`src/rtl/core/ihex_pkg.sv`:
```
`default_nettype none

package ihex_pkg;

    typedef struct packed {
        logic [7:0] char_code;
        logic       end_of_input;
    } ihex_char_t;

    typedef struct packed {
        logic [2:0]  result_kind;
        logic [15:0] record_address;
        logic [7:0]  byte_index;
        logic [7:0]  data_byte;
        logic [1:0]  error_code;
    } ihex_result_t;

    localparam logic [2:0] KIND_DATA   = 3'd0;
    localparam logic [2:0] KIND_RECORD = 3'd1;
    localparam logic [2:0] KIND_EOF    = 3'd2;
    localparam logic [2:0] KIND_ERROR  = 3'd3;
    localparam logic [2:0] KIND_DONE   = 3'd4;

    localparam logic [1:0] ERR_COLON  = 2'd0;
    localparam logic [1:0] ERR_LENGTH = 2'd1;
    localparam logic [1:0] ERR_TYPE   = 2'd2;
    localparam logic [1:0] ERR_HEX    = 2'd3;

    localparam logic [7:0] CHAR_LF    = 8'h0A;
    localparam logic [7:0] CHAR_COLON = 8'h3A;

    localparam logic [7:0] TYPE_DATA = 8'h00;
    localparam logic [7:0] TYPE_EOF  = 8'h01;

    localparam logic [9:0] HEADER_END = 10'd9;

    // result queue: power of two, at least 4
    localparam int RQ_DEPTH = 4;
    localparam int RQ_AW    = $clog2(RQ_DEPTH);

    typedef logic [RQ_AW-1:0] rq_ptr_t;
    typedef logic [RQ_AW:0]   rq_count_t;

    // room for the two results of one request
    localparam rq_count_t RQ_STALL_AT = rq_count_t'(RQ_DEPTH - 2);

    // {ok, value}
    function automatic logic [4:0] hex_nibble(input logic [7:0] c);
        logic [4:0] r;
        r = 5'd0;
        if (c >= 8'h30 && c <= 8'h39) begin
            r = {1'b1, 4'(c - 8'h30)};
        end else if (c >= 8'h41 && c <= 8'h46) begin
            r = {1'b1, 4'(c - 8'h37)};
        end else if (c >= 8'h61 && c <= 8'h66) begin
            r = {1'b1, 4'(c - 8'h57)};
        end
        return r;
    endfunction

    function automatic ihex_result_t make_result(input logic [2:0] kind,
                                                 input logic [15:0] addr,
                                                 input logic [7:0] idx,
                                                 input logic [7:0] data,
                                                 input logic [1:0] err);
        ihex_result_t r;
        r.result_kind    = kind;
        r.record_address = addr;
        r.byte_index     = idx;
        r.data_byte      = data;
        r.error_code     = err;
        return r;
    endfunction

endpackage

`default_nettype wire

```
`src/rtl/core/intel_hex_record_parser_top.sv`:
```
`default_nettype none

// Intel HEX text parser. One character request is taken per clock while
// char_stall is low; each request is decoded in the cycle it is accepted
// and its results (at most two, and two only for end of input after a
// pending line) go into a 4-entry result queue that drains one result per
// clock while result_stall is low, so from an empty queue the first result
// is visible the cycle after its request. char_stall rises while the queue
// holds more than two results, which is what limits the rate when the
// result side stalls. After an end-of-file record, end of input or a fatal
// error, further requests are taken and produce nothing until reset.
module intel_hex_record_parser_top
    import ihex_pkg::*;
(
    input  wire logic         clk,
    input  wire logic         rst_n,
    input  wire logic         char_valid,
    output logic              char_stall,
    input  wire ihex_char_t   char_req,
    output logic              result_valid,
    input  wire logic         result_stall,
    output ihex_result_t      result_req
);

    logic [9:0]  pos_reg,    pos_next;
    logic [7:0]  count_reg,  count_next;
    logic [15:0] addr_reg,   addr_next;
    logic [3:0]  nib_reg,    nib_next;
    logic        fin_reg,    fin_next;
    logic        fail_reg,   fail_next;

    ihex_result_t q_mem [RQ_DEPTH];
    rq_ptr_t      wr_ptr_reg;
    rq_ptr_t      rd_ptr_reg;
    rq_count_t    q_count_reg;

    logic         accept;
    logic         pop;
    logic [1:0]   push_cnt;
    ihex_result_t r0;
    ihex_result_t r1;
    logic         do_end;
    logic [4:0]   hex;
    logic [7:0]   kind_val;
    logic [9:0]   line_len;
    logic [9:0]   limit;
    logic [9:0]   rel;

    assign char_stall   = (q_count_reg > RQ_STALL_AT);
    assign accept       = char_valid && !char_stall;
    assign result_valid = (q_count_reg != '0);
    assign pop          = result_valid && !result_stall;
    assign result_req   = q_mem[rd_ptr_reg];

    assign hex      = hex_nibble(char_req.char_code);
    assign kind_val = {nib_reg, hex[3:0]};
    assign line_len = (10'(count_reg) << 1) + HEADER_END + 10'd2;
    assign limit    = (10'(count_reg) << 1) + HEADER_END;
    assign rel      = pos_reg - HEADER_END;

    always_comb
    begin
        pos_next   = pos_reg;
        count_next = count_reg;
        addr_next  = addr_reg;
        nib_next   = nib_reg;
        fin_next   = fin_reg;
        fail_next  = fail_reg;
        push_cnt   = 2'd0;
        r0         = '0;
        r1         = '0;
        do_end     = 1'b0;

        if (!fin_reg && !fail_reg) begin
            if (char_req.end_of_input) begin
                if (pos_reg != 10'd0) begin
                    do_end = 1'b1;
                end else begin
                    r0       = make_result(KIND_DONE, 16'd0, 8'd0, 8'd0, ERR_COLON);
                    push_cnt = 2'd1;
                    fin_next = 1'b1;
                end
            end else if (char_req.char_code == CHAR_LF) begin
                do_end = 1'b1;
            end else if (pos_reg == 10'd0) begin
                if (char_req.char_code != CHAR_COLON) begin
                    r0        = make_result(KIND_ERROR, addr_reg, 8'd0, 8'd0, ERR_COLON);
                    push_cnt  = 2'd1;
                    fail_next = 1'b1;
                end else begin
                    pos_next = 10'd1;
                end
            end else if (pos_reg < HEADER_END) begin
                if (!hex[4]) begin
                    r0        = make_result(KIND_ERROR, addr_reg, 8'd0, 8'd0, ERR_HEX);
                    push_cnt  = 2'd1;
                    fail_next = 1'b1;
                end else begin
                    pos_next = pos_reg + 10'd1;
                    priority if (pos_reg == 10'd1 || pos_reg == 10'd7) begin
                        nib_next = hex[3:0];
                    end else if (pos_reg == 10'd2) begin
                        count_next = {nib_reg, hex[3:0]};
                    end else if (pos_reg == 10'd3) begin
                        addr_next = {12'd0, hex[3:0]};
                    end else if (pos_reg <= 10'd6) begin
                        addr_next = {addr_reg[11:0], hex[3:0]};
                    end else begin
                        if (kind_val == TYPE_EOF) begin
                            r0       = make_result(KIND_EOF, addr_reg, 8'd0, 8'd0,
                                                   ERR_COLON);
                            push_cnt = 2'd1;
                            fin_next = 1'b1;
                        end else if (kind_val != TYPE_DATA) begin
                            r0        = make_result(KIND_ERROR, addr_reg, 8'd0, 8'd0,
                                                    ERR_TYPE);
                            push_cnt  = 2'd1;
                            fail_next = 1'b1;
                        end
                    end
                end
            end else begin
                if (pos_reg < limit) begin
                    if (!hex[4]) begin
                        r0        = make_result(KIND_ERROR, addr_reg, 8'd0, 8'd0, ERR_HEX);
                        push_cnt  = 2'd1;
                        fail_next = 1'b1;
                    end else begin
                        pos_next = pos_reg + 10'd1;
                        if (!rel[0]) begin
                            nib_next = hex[3:0];
                        end else begin
                            r0       = make_result(KIND_DATA, addr_reg, rel[8:1],
                                                   {nib_reg, hex[3:0]}, ERR_COLON);
                            push_cnt = 2'd1;
                        end
                    end
                end else if (pos_reg >= limit + 10'd2) begin
                    r0        = make_result(KIND_ERROR, addr_reg, 8'd0, 8'd0, ERR_LENGTH);
                    push_cnt  = 2'd1;
                    fail_next = 1'b1;
                end else begin
                    pos_next = pos_reg + 10'd1;
                end
            end
        end

        if (do_end) begin
            push_cnt = 2'd1;
            priority if (pos_reg == 10'd0) begin
                r0        = make_result(KIND_ERROR, addr_reg, 8'd0, 8'd0, ERR_COLON);
                fail_next = 1'b1;
            end else if (pos_reg < HEADER_END || pos_reg != line_len) begin
                r0        = make_result(KIND_ERROR, addr_reg, 8'd0, 8'd0, ERR_LENGTH);
                fail_next = 1'b1;
            end else begin
                r0       = make_result(KIND_RECORD, addr_reg, 8'd0, 8'd0, ERR_COLON);
                pos_next = 10'd0;
                if (char_req.end_of_input) begin
                    r1       = make_result(KIND_DONE, 16'd0, 8'd0, 8'd0, ERR_COLON);
                    push_cnt = 2'd2;
                    fin_next = 1'b1;
                end
            end
        end
    end

    always_ff @(posedge clk or negedge rst_n)
    begin
        if (!rst_n) begin
            pos_reg     <= '0;
            count_reg   <= '0;
            addr_reg    <= '0;
            nib_reg     <= '0;
            fin_reg     <= 1'b0;
            fail_reg    <= 1'b0;
            wr_ptr_reg  <= '0;
            rd_ptr_reg  <= '0;
            q_count_reg <= '0;
        end else begin
            if (accept) begin
                pos_reg    <= pos_next;
                count_reg  <= count_next;
                addr_reg   <= addr_next;
                nib_reg    <= nib_next;
                fin_reg    <= fin_next;
                fail_reg   <= fail_next;
                wr_ptr_reg <= wr_ptr_reg + rq_ptr_t'(push_cnt);
            end
            if (pop) begin
                rd_ptr_reg <= rd_ptr_reg + rq_ptr_t'(1);
            end
            q_count_reg <= q_count_reg + rq_count_t'(accept ? push_cnt : 2'd0)
                           - rq_count_t'(pop ? 1 : 0);
        end
    end

    always_ff @(posedge clk)
    begin
        if (accept && push_cnt != 2'd0) begin
            q_mem[wr_ptr_reg] <= r0;
        end
        if (accept && push_cnt == 2'd2) begin
            q_mem[wr_ptr_reg + rq_ptr_t'(1)] <= r1;
        end
    end

`ifndef ASSERT_OFF
    a_queue_bound: assert property (@(posedge clk) disable iff (!rst_n)
        q_count_reg <= rq_count_t'(RQ_DEPTH))
        else $error("result queue overflow");

    a_quiet_after_end: assert property (@(posedge clk) disable iff (!rst_n)
        (accept && (fin_reg || fail_reg)) |=> q_count_reg <= $past(q_count_reg))
        else $error("request after end produced a result");

    a_pair_finishes: assert property (@(posedge clk) disable iff (!rst_n)
        (accept && push_cnt == 2'd2) |=> fin_reg)
        else $error("two results without finishing");

    a_end_exclusive: assert property (@(posedge clk) disable iff (!rst_n)
        !(fin_reg && fail_reg))
        else $error("finished and failed both set");
`endif

endmodule

`default_nettype wire

```
`config.mk`:
```
export PLATFORM = sky130hd
export DESIGN_NAME = intel_hex_record_parser_top
export DESIGN_NICKNAME = d
export VERILOG_FILES = /design/src/rtl/core/ihex_pkg.sv /design/src/rtl/core/intel_hex_record_parser_top.sv
export SDC_FILE = /design/constraint.sdc
export NUM_CORES = 1
export LEC_CHECK = 0
export BUFFER_PORTS_ARGS = -buffer_cell sky130_fd_sc_hd__buf_2
export CORE_ASPECT_RATIO = 1.75
export CORE_MARGIN = 4
export CORE_UTILIZATION = 25
export DETAILED_ROUTE_END_ITERATION = 8
export REMOVE_ABC_BUFFERS = 1
export SYNTH_ARGS = -nofsm -noshare
export SYNTH_HDL_FRONTEND = slang
export SYNTH_SLANG_ARGS = --single-unit
```
`constraint.sdc`:
```
create_clock -name clk -period 6.15 [get_ports clk]
set_clock_uncertainty 0.15 [all_clocks]
set_input_delay 1.23 -clock clk [delete_from_list [all_inputs] [get_ports clk]]
set_output_delay 1.23 -clock clk [all_outputs]
set_load 0.1 [all_outputs]
```
After elaboration in Yosys (flattened, before gate mapping)
Memory sizes are Yosys's and may differ from the RTL's.
Index checks and enable logic that the tools add are counted.
Word-level totals
  bits in registers: 47
  bits in writable memories: 148
  memories kept: 1
Operators by class
  $add $sub $neg: 12
  $lt $le $gt $ge: 11
  equal/unequal tests: 13
  mux-type cells: 115
  bitwise operators: 5
  reductions and logical operators: 24
Memory list
  q_mem: depth 4, width 37, rd ports 1, clocked after Yosys merged registers in 0, write ports 2, RTL line intel_hex_record_parser_top.sv:32  | ihex_result_t q_mem [RQ_DEPTH];
Operators by type and width (count)
  $mux 37: 12
  $mux 36: 12
  $mux 10: 12
  $mux 1: 56
  $mux 34: 1
  $mux 16: 2
  $mux 4: 6
  $mux 2: 11
  $eq 10x2->1 const B: 2
  $reduce_and 10->1: 2
  $ge 8x7->1 const B: 2
  $le 8x7->1 const B: 2
  $mux 5: 3
  $add 10x1->10 const B: 1
  $add 10x2->10 const B: 1
  $add 9x4->10 const B: 1
  $eq 10x1->1 const B: 1
  $eq 10x3->1 const B: 1
  $ge 10x10->1: 1
  $le 10x3->1 const B: 1
  $logic_not 10->1: 1
  $lt 10x10->1: 1
  $lt 10x4->1 const B: 1
  $ne 10x10->1: 1
  25 further kinds: 46

Depth between registers and ports, before layout
Gate-level depths: netlist of the first run.
  depth after elaboration: 23
  mapped depth: 21
  depth with buffers taken out: 21

Least setup slack after synthesis of the first run
Ideal clock, no wire load.
  kind: input to register
  start: input port char_req[1] in the netlist's numbering
  end: register q_count_reg[2]
  setup time: 123 ps
  arrival time: 4561 ps
  path slack: 1316 ps
  cell stages on the path: 19
  path buffers: 0
  cell sequence: inv_1 > ha_1 > nor3b_1 > nor3_2 > nor2_1 > inv_2 > ha_1 > nor4_1 > nor2_1 > a21oi_4 > o21ai_2 > or2_2 > ha_1 > inv_1 > ha_1 > inv_1 > fa_1 > xor2_1 > xnor2_1
Between the ends
  longest elaborated chain between the ends: 22
  elaborated cells between the ends (all ways): 41
RTL lines
  start, declared: RTL line intel_hex_record_parser_top.sv:19  | input wire ihex_char_t char_req,
  $ge 8x7->1 or $le 8x7->1 (tied branches): RTL line ihex_pkg.sv:55  | end else if (c >= 8'h61 && c <= 8'h66) begin
  $logic_and 1x1->1: RTL line ihex_pkg.sv:55
  $mux 5: RTL line ihex_pkg.sv:55
  $mux 5: RTL line ihex_pkg.sv:53  | end else if (c >= 8'h41 && c <= 8'h46) begin
  $mux 5: RTL line ihex_pkg.sv:51  | if (c >= 8'h30 && c <= 8'h39) begin
  $reduce_bool 8->1: RTL line intel_hex_record_parser_top.sv:114  | end else if (kind_val != TYPE_DATA) begin
  $mux 1: RTL line intel_hex_record_parser_top.sv:114
  $mux 1: RTL line intel_hex_record_parser_top.sv:109  | if (kind_val == TYPE_EOF) begin
  [... 6 more ...]
  $mux 2: RTL line intel_hex_record_parser_top.sv:85  | end else if (pos_reg == 10'd0) begin
  $mux 2: RTL line intel_hex_record_parser_top.sv:83  | end else if (char_req.char_code == CHAR_LF) begin
  $mux 2: RTL line intel_hex_record_parser_top.sv:75  | if (char_req.end_of_input) begin
  $mux 2: RTL line intel_hex_record_parser_top.sv:74  | if (!fin_reg && !fail_reg) begin
  $mux 2 *: RTL line intel_hex_record_parser_top.sv:148  | if (do_end) begin
  $mux 2 *: RTL line intel_hex_record_parser_top.sv:193  | q_count_reg <= q_count_reg + rq_count_t'(accept ? push_cnt : 2'd0)
  $add 3x2->3 *: RTL line intel_hex_record_parser_top.sv:193
  $sub 3x1->3 *: RTL line intel_hex_record_parser_top.sv:194  | - rq_count_t'(pop ? 1 : 0);
  end signal, assigned: RTL line intel_hex_record_parser_top.sv:193
  end, declared: RTL line intel_hex_record_parser_top.sv:35  | rq_count_t q_count_reg;
Every way passes the cells marked *; elsewhere a longest branch is shown, timed or not.
A chain may end at the register's enable or synchronous reset.

Final worst setup path of the first run
  start: register count_reg[2]
  end: register q_count_reg[2]
Between the ends
  longest elaborated chain between the ends: 14
  elaborated cells between the ends (all ways): 19
RTL lines
  start, declared: RTL line intel_hex_record_parser_top.sv:26  | logic [7:0] count_reg, count_next;
  start signal, assigned: RTL line intel_hex_record_parser_top.sv:183  | count_reg <= count_next;
  $add 9x4->10 *: RTL line intel_hex_record_parser_top.sv:57, intel_hex_record_parser_top.sv:58
  $add 10x2->10: RTL line intel_hex_record_parser_top.sv:57, intel_hex_record_parser_top.sv:138
  $ge 10x10->1: RTL line intel_hex_record_parser_top.sv:138  | end else if (pos_reg >= limit + 10'd2) begin
  $mux 1: RTL line intel_hex_record_parser_top.sv:138
  $mux 2: RTL line intel_hex_record_parser_top.sv:123  | if (pos_reg < limit) begin
  $mux 2: RTL line intel_hex_record_parser_top.sv:93  | end else if (pos_reg < HEADER_END) begin
  $mux 2: RTL line intel_hex_record_parser_top.sv:85
  $mux 2: RTL line intel_hex_record_parser_top.sv:83
  $mux 2: RTL line intel_hex_record_parser_top.sv:75
  $mux 2: RTL line intel_hex_record_parser_top.sv:74
  $mux 2 *: RTL line intel_hex_record_parser_top.sv:148
  $mux 2 *: RTL line intel_hex_record_parser_top.sv:193
  $add 3x2->3 *: RTL line intel_hex_record_parser_top.sv:193
  $sub 3x1->3 *: RTL line intel_hex_record_parser_top.sv:194
Marks and branches as above.

==> results of run 1 <==
[layout make-up]
class,instances,share of cell area (%)
timing repair buffer,62,3.071
clock buffer,19,4.026
clock inverter,13,1.558
multi-input combinational,651,46.76
inverter,31,1.058
tap,485,5.516
sequential,195,38.01
[metal layers]
metal | routed length [µm] | GRT usage, % | share of wire (%) | vias to the layer above
li1 | - | - | - | 3447
met5 | 0 | 0 | 0 | -
met1 | 10310 | 14.06 | 40 | 3640
met2 | 13900 | 22.91 | 54 | 149
met4 | 910 | 5.678 | 3.5 | 0
met3 | 846 | 1.895 | 3.3 | 44
[worst paths after layout]
path	start	endpoint	slack [ns]	cells past startpoint
max in group asynchronous	rst_n	rd_ptr_reg[1]	4.62	2
setup reg to reg	count_reg[2]	q_count_reg[2]	1.11	20
min in group asynchronous	rst_n	q_count_reg[1]	0.74	2
setup / recovery	count_reg[2]	q_count_reg[2]	1.11	20
hold / removal	q_mem[0][34]	q_mem[0][34]	0.33	2
hold reg to reg	q_mem[0][34]	q_mem[0][34]	0.33	2
[worst max-delay path, stage by stage, from the launching register on]
cell	delay [ns]
dfrtp_1	0.48
nand3_1	0.14
xnor2_1	0.28
inv_1	0.09
or3_1	0.42
o31a_1	0.26
ha_1	0.31
nand4_1	0.15
nor2_1	0.28
o21ai_0	0.21
a21o_1	0.22
a21oi_4	0.29
o21ai_2	0.16
or2_2	0.34
ha_1	0.27
inv_1	0.05
ha_1	0.13
inv_1	0.05
fa_1	0.38
xor2_1	0.16
xnor2_1	0.12
[stage by stage]
| step | worst slack, ns | hold WS, ns |
|---|---|---|
| final | 1.107 | 0.3278 |
| after global routing | 0.8128 | 0.3433 |
| after CTS | 1.086 | 0.3327 |
| after detailed placement | 0.6874 | 0.3111 |
| after global placement | 0.8559 | 0.3062 |
| after floorplan | 1.316 | 0.2818 |
[placed cells by master (no fill, tap or decap), drive strengths merged, types with 9 or more instances in the layout]
cell and instances:
nor4 9, a22o 65, xnor2 16, mux4 37, inv 35, buf 62, dfxtp 144, clkbuf 19
a21oi 22, nand4 10, dfrtp 47, ha 35, nor2 117, xor2 9, mux2i 82, nor3 10
o21ai 47, nand3 18, nand2 73
[kinds of logic after synthesis]
| logic type | Yosys count | synth area share [%] |
|---|---|---|
| buf+inv | 91 | 4.204 |
| simple gates | 280 | 13.44 |
| flops | 195 | 42.94 |
| mux | 124 | 17.58 |
| xor+xnor | 25 | 2.250 |
| fa+ha+maj | 36 | 4.706 |
| compound gates | 186 | 14.89 |
[power breakdown]
part	switching (mW)	internal, mW
logic	0.260	0.160
clock network	0.526	0.627
registers	0.0662	1.29
==> out/qor.txt, run 1 <==
DR pass1 iterations -> 7
Depth of the CTS H-tree -> 4
Dpl cells -> 1424
Slew HR -> 34.06%
Die Height -> 269 µm
Seq/Total Area, Yosys -> 42.94%
Leakage power -> 4.862 nW
TNS Setup -> 0 ns
CTS tree -> built
Post-route ant nets -> 0
Total GRT Usage -> 12.47%
Synthesis-to-finish area growth -> 13.04%
Clk buf depth -> 2
Final net count -> 1007
Final wirelength -> 25970 µm
Synthesized area -> 9732 µm²
Vias per cell -> 5.000
DP Wirelength -> 18480 µm
Mean Syn Cell Area -> 10.39 µm²
CP required -> 6.34 ns
Clock latency on the worst-skew pair -> 0.45 ns
EDFF count, synth -> 4
Worst-Margin Slew -> 0.9892 ns
Minimum clock period -> 5.043 ns
Post-route cell area -> 11000 µm²
Ys Warns -> 0
Final hold violations -> 0
Die area -> 42270 µm²
Post-synth top flop -> dfxtp_1
Critical path launch point type -> flop
Post-Place Cell Area -> 10390 µm²
Post-layout util -> 28.65%
Synth Instances -> 937
Peak supply drop -> 0.0001522 V
Share of cells above drive strength 1 -> 16.58%
Vias -> 7280
PD cells -> 266.3 nW/µm²
First-pass GRT wire length -> 41180 µm
Number of diodes -> 0
Wire per inst -> 17.83 µm
Die X -> 157.1 µm
Top cells by area, synth -> dfxtp_1 30%, dfrtp_1 12%, mux4_2 8.6%, mux2i_1 8.4%, a22o_1 5.8%
Max Cap Viol -> 0
Post-CTS Setup Bufs -> 0
CP Data Arrival Time -> 5.24 ns
Crit Path Class -> flop to flop
Port Buffers -> 51
Initial antenna violation count -> 0
Most common cell in the netlist -> dfxtp_1
Total gr overflow -> 0
Non-Filler Instances -> 1456
Max reg flops -> 148
Hold Path Class -> flop to flop
Layout fillers -> 3988
Top cell type's share of synthesized area -> 29.62%
Number of top-level pins -> 52
Fmax achieved -> 198.3 MHz
Clock transition at the registers of the reported paths -> 0.08 ns
Area leader, netlist -> dfxtp_1
CP max FO -> 7
Power, Total -> 2.930 mW
Final setup viols -> 0
RSZ-0062 raised after global routing -> no
CTS root buf -> clkbuf_16
Fraction of registers with async set/reset -> 24.10%
Clk sinks -> 195
Register area -> 4182 µm²
Cts bufs inserted -> 17
Post-CTS Hold Buffers -> 0
Status -> finished, final reports clean
Initial Util -> 25.35%
DRC -> 0
Post-CTS Resized -> 0
Synth cell types -> 80
Vias in the first global route -> 7506
Final Wtd Congestion -> 0.8684
Final period util -> 82.00%
Endpoint kind of the worst setup timing path -> flop
Max-slew violation count -> 0
Synth Register Bits -> 195
Post-synth top cells -> 144 x dfxtp_1, 114 x nor2_1, 82 x mux2i_1, 73 x nand2_1, 65 x a22o_1
DRT iter0 DRCs -> 370
Largest net degree at the start of global routing -> 48
Total core area -> 38390 µm²
Area of the multi-input gates -> 5144 µm²
Num rows -> 95
Note: power is estimated with default switching activity, not from simulation.
==> run 2, diff against run 1 <==
==> constraint.sdc (replaced) <==
create_clock -name clk -period 4.76 [get_ports clk]
set_clock_uncertainty 0.15 [all_clocks]
set_input_delay 0.952 -clock clk [delete_from_list [all_inputs] [get_ports clk]]
set_output_delay 0.952 -clock clk [all_outputs]
set_load 0.1 [all_outputs]
==> out/qor.txt, run 2 (synthesis results as in run 1) <==
Depth of the CTS H-tree -> 4
RSZ-0062 raised after global routing -> no
Crit Path Class -> flop to flop
Largest net degree at the start of global routing -> 30
Fmax achieved -> 221.1 MHz
Max Cap Viol -> 0
Highest-count cells in the layout ignoring fill and taps -> 144 x dfxtp_1, 114 x nor2_1, 82 x mux2i_1, 73 x nand2_1, 65 x a22o_1
Post-route ant nets -> 0
Wire per inst -> 17.83 µm
Vias in the first global route -> 7689
Number of diodes -> 0
PD cells -> 337.9 nW/µm²
Endpoint kind of the worst setup timing path -> flop
Total core area -> 38390 µm²
Clk sinks -> 195
Vias per cell -> 5.007
Slowest stage delay, CP -> 0.46 ns
Status -> finished, final reports clean
Num rows -> 95
Initial Util -> 25.35%
Slew HR -> 24.82%
Vias -> 7415
Worst-Margin Slew -> 1.119 ns
Max reg flops -> 148
Post-CTS Setup Bufs -> 0
Most Frequent Cell on Critical Path -> ha_1
Buf+Inv Stages, Crit Path -> 2
Clk buf depth -> 2
Number of top-level pins -> 52
DRT iter0 DRCs -> 373
CP Data Arrival Time -> 4.71 ns
Slowest CP cell -> dfrtp_1
Crit path cell chain -> ha_1, xnor2_1, or3_1, o31a_1, ha_1, nand4_1, nor2_1, o21ai_1, a21o_1, a21oi_4, o21ai_2, or2_2, ha_1, inv_1, ha_1, inv_1, fa_1, xor2_1, xnor2_1
Total gr overflow -> 0
Share of cells above drive strength 1 -> 18.67%
Post-CTS Hold Buffers -> 0
Clock transition at the registers of the reported paths -> 0.07 ns
Final period util -> 95.01%
Max-slew violation count -> 0
Post-CTS Resized -> 0
Final wirelength -> 26410 µm
Final net count -> 1032
DR pass1 iterations -> 5
Leading cell type in the layout, fill and taps excluded -> dfxtp_1
Final setup viols -> 0
TNS Setup -> 0 ns
Hold slack -> 0.3247 ns
Die Height -> 269 µm
First-pass GRT wire length -> 42190 µm
CTS root buf -> clkbuf_16
Die area -> 42270 µm²
Synthesis-to-finish area growth -> 14.98%
Final Wtd Congestion -> 0.8895
Clock latency on the worst-skew pair -> 0.44 ns
Leakage power -> 4.972 nW
Cts bufs inserted -> 17
Die X -> 157.1 µm
Critical path launch point type -> flop
CTS tree -> built
Largest delay share family, worst path -> adder cells
Final hold violations -> 0
DRC -> 0
Peak supply drop -> 0.0002808 V
CP required -> 4.95 ns
Hold Path Class -> flop to flop
Total GRT Usage -> 12.76%
Initial antenna violation count -> 0
CP max FO -> 7
Minimum clock period -> 4.522 ns
DP Wirelength -> 19120 µm
Power, Total -> 3.780 mW
Port Buffers -> 51
[run 2: through the flow]
| stage | worst slack [ns] | util, % | cell area [µm²] | instances |
|---|---|---|---|---|
| global placement | 0.2143 | 27.57 | 10590 | 1449 |
| detailed placement | 0.1405 | 27.57 | 10590 | 1449 |
| CTS | 0.1740 | 29.13 | 11180 | 1481 |
| global route | 0.007282 | 29.14 | 11190 | 1481 |
| finish | 0.2377 | 29.14 | 11190 | 1481 |
| floorplan | 0.2043 | - | 9439 | 877 |
[run 2: power breakdown]
part / internal, mW / leakage, nW / switching [mW] / total (mW)
registers: 1.67 / 1.80 / 0.117 / 1.79
logic: 0.221 / 2.89 / 0.312 / 0.533
clock network: 0.791 / 0.284 / 0.672 / 1.46
total: 2.68 / 4.97 / 1.10 / 3.78
[run 2: worst paths after layout]
kind | from | end | slack, ns | cells after the start
hold reg to reg | q_mem[2][34] | q_mem[2][34] | 0.32 | 2
setup reg to reg | count_reg[2] | q_count_reg[2] | 0.24 | 19
hold / removal | q_mem[2][34] | q_mem[2][34] | 0.32 | 2
max in group asynchronous | rst_n | count_reg[4] | 3.29 | 2
setup / recovery | count_reg[2] | q_count_reg[2] | 0.24 | 19
min in group asynchronous | rst_n | addr_reg[0] | 0.33 | 1
[run 2: routing by layer]
metal  part of all wire [%]  track usage (%)  up-vias  routed length [µm]
met2                     54            23.97      176               14250
met5                      0                0        -                   0
met3                    3.5            1.847       59                 930
li1                       -                -     3510                   -
met1                     39            13.75     3670               10200
met4                    3.9            6.423        0                1024
[run 2: final cells by class]
| cell class | count | area [µm²] |
|---|---|---|
| multi-input cells | 651 | 5149 |
| flip-flops and latches | 195 | 4182 |
| clock inverters | 15 | 172.7 |
| repair buffers | 87 | 538.0 |
| inverters | 31 | 116.4 |
| well taps | 485 | 606.8 |
| fillers | 3939 | 27200 |
| clock buffers | 17 | 425.4 |
[run 2: worst min-delay path, delay by kind of cell, from the launching register on]
kind             cells  cell delay, ns
flip-flops           1            0.33
AO/OA/AOI/OAI        1            0.06
AND/OR/NAND/NOR      1            0.06
==> run 3, diff against run 2 <==
--- a/config.mk
+++ b/config.mk
@@ -8,8 +8,9 @@
 export BUFFER_PORTS_ARGS = -buffer_cell sky130_fd_sc_hd__buf_2
 export CORE_ASPECT_RATIO = 1.75
 export CORE_MARGIN = 4
-export CORE_UTILIZATION = 25
+export CORE_UTILIZATION = 61
 export DETAILED_ROUTE_END_ITERATION = 8
+export PLACE_DENSITY = 0.8
 export REMOVE_ABC_BUFFERS = 1
 export SYNTH_ARGS = -nofsm -noshare
 export SYNTH_HDL_FRONTEND = slang
==> out/qor.txt, run 3 (synthesis results as in run 1) <==
Number of diodes -> 0
Die Height -> 175.1 µm
Port Buffers -> 51
Final hold violations -> 0
CTS root buf -> clkbuf_16
DRT iter0 DRCs -> 407
Endpoint kind of the worst setup timing path -> flop
Crit path cell chain -> ha_1, xnor2_1, or3_1, o31a_1, ha_1, nand4_1, nor2_2, o21ai_1, a21o_1, a21oi_4, o21ai_2, or2_2, ha_1, inv_1, ha_1, inv_1, fa_1, xor2_1, xnor2_1
Vias -> 7472
Vias in the first global route -> 7714
Fin worst setup slack -> 0.2288 ns
Synthesis-to-finish area growth -> 10.44%
DP Wirelength -> 16810 µm
PD cells -> 341.2 nW/µm²
CP max FO -> 5
Worst Hold Launch -> q_mem[0][34]
Num rows -> 60
Slew HR -> 23.50%
Fmax achieved -> 220.7 MHz
Final net count -> 1027
Worst-Margin Slew -> 1.147 ns
Vias per cell -> 6.348
Final wirelength -> 23940 µm
Depth of the CTS H-tree -> 4
Crit. Startpoint -> count_reg[3]
Clock transition at the registers of the reported paths -> 0.08 ns
Max reg flops -> 148
DR pass1 iterations -> 5
Total GRT Usage -> 27.64%
Total gr overflow -> 0
Post-CTS Hold Buffers -> 0
Final Wtd Congestion -> 0.9701
Leading cell type in the layout, fill and taps excluded -> dfxtp_1
Post-route ant nets -> 0
CP required -> 4.93 ns
Slowest stage delay, CP -> 0.42 ns
Die area -> 18120 µm²
Total core area -> 15540 µm²
Initial Util -> 62.62%
Initial antenna violation count -> 0
Final period util -> 95.19%
Hold Path Class -> flop to flop
Power, Total -> 3.667 mW
Worst R2R Start -> count_reg[3]
Max Cap Viol -> 0
Max-slew violation count -> 0
Cts bufs inserted -> 17
Post-CTS Setup Bufs -> 0
First-pass GRT wire length -> 39120 µm
Largest net degree at the start of global routing -> 48
Dpl ws -> 0.06242 ns
Final setup viols -> 0
CP Data Arrival Time -> 4.70 ns
Share of cells above drive strength 1 -> 18.47%
Slowest CP cell -> dfrtp_1
Die X -> 103.5 µm
TNS Setup -> 0 ns
Crit Path Class -> flop to flop
DRC -> 0
Clk sinks -> 195
Minimum clock period -> 4.531 ns
Number of top-level pins -> 52
Leakage power -> 4.945 nW
Wire per inst -> 20.34 µm
Layout fillers -> 1202
Hold slack -> 0.3199 ns
Status -> finished, final reports clean
Post-layout util -> 69.16%
Clk buf depth -> 2
Most Frequent Cell on Critical Path -> ha_1
Peak supply drop -> 0.0002195 V
Highest-count cells in the layout ignoring fill and taps -> 144 x dfxtp_1, 113 x nor2_1, 82 x mux2i_1, 73 x nand2_1, 65 x a22o_1
Critical path launch point type -> flop
Clock latency on the worst-skew pair -> 0.44 ns
CTS tree -> built
-- run 3: final cells by class --
cell class / instances / area (µm²) / area share [%]
tap: 186 / 232.7 / 2.165
clock buffer: 19 / 432.9 / 4.028
sequential: 195 / 4182 / 38.91
clock inverter: 13 / 137.6 / 1.281
timing repair buffer: 82 / 488.0 / 4.540
inverter: 31 / 116.4 / 1.083
multi-input combinational: 651 / 5159 / 48.00
-- run 3: path summary, 6_finish.rpt --
kind                                  end  slack [ns]  cells past startpoint
setup / recovery           q_count_reg[2]        0.23                     19
hold / removal               q_mem[0][34]        0.32                      2
setup reg to reg           q_count_reg[2]        0.23                     19
hold reg to reg              q_mem[0][34]        0.32                      2
max in group asynchronous   rd_ptr_reg[1]        3.51                      2
min in group asynchronous      pos_reg[5]        0.48                      2
-- run 3: where the power goes --
group          internal, mW  leakage [nW]  switching [mW]  total (mW)
clock                 0.700         0.276           0.690        1.39
combinational         0.201          2.87           0.263       0.464
sequential             1.67          1.80           0.145        1.81
-- run 3: repair_timing --
action	4_1_cts	5_1_grt
resized for setup	0	5
endpoints found under the hold margin	0	0
setup endpoints to repair	0	37
-- run 3: stage by stage --
step | area (µm²) | std cells
after floorplan | 9439 | 877
after global placement | 10160 | 1145
after detailed placement | 10160 | 1145
after CTS | 10730 | 1177
after global routing | 10750 | 1177
final | 10750 | 1177
-- run 3: routing by layer --
| layer | vias to the layer above | share of wire, % | track usage [%] |
|---|---|---|---|
| met5 | - | 0 | 0 |
| met4 | 0 | 3.7 | 11.83 |
| met3 | 62 | 4.6 | 4.954 |
| met2 | 266 | 54 | 49.87 |
| met1 | 3637 | 38 | 30.71 |
| li1 | 3507 | - | - |
-- run 3: worst max-delay path: cells and delay by family (launching register included) --
family	cells	cell delay [ns]
buf+inv	2	0.09
compound gates	5	0.88
xor+xnor	3	0.49
flops	1	0.42
fa+ha+maj	5	1.30
simple gates	4	1.08
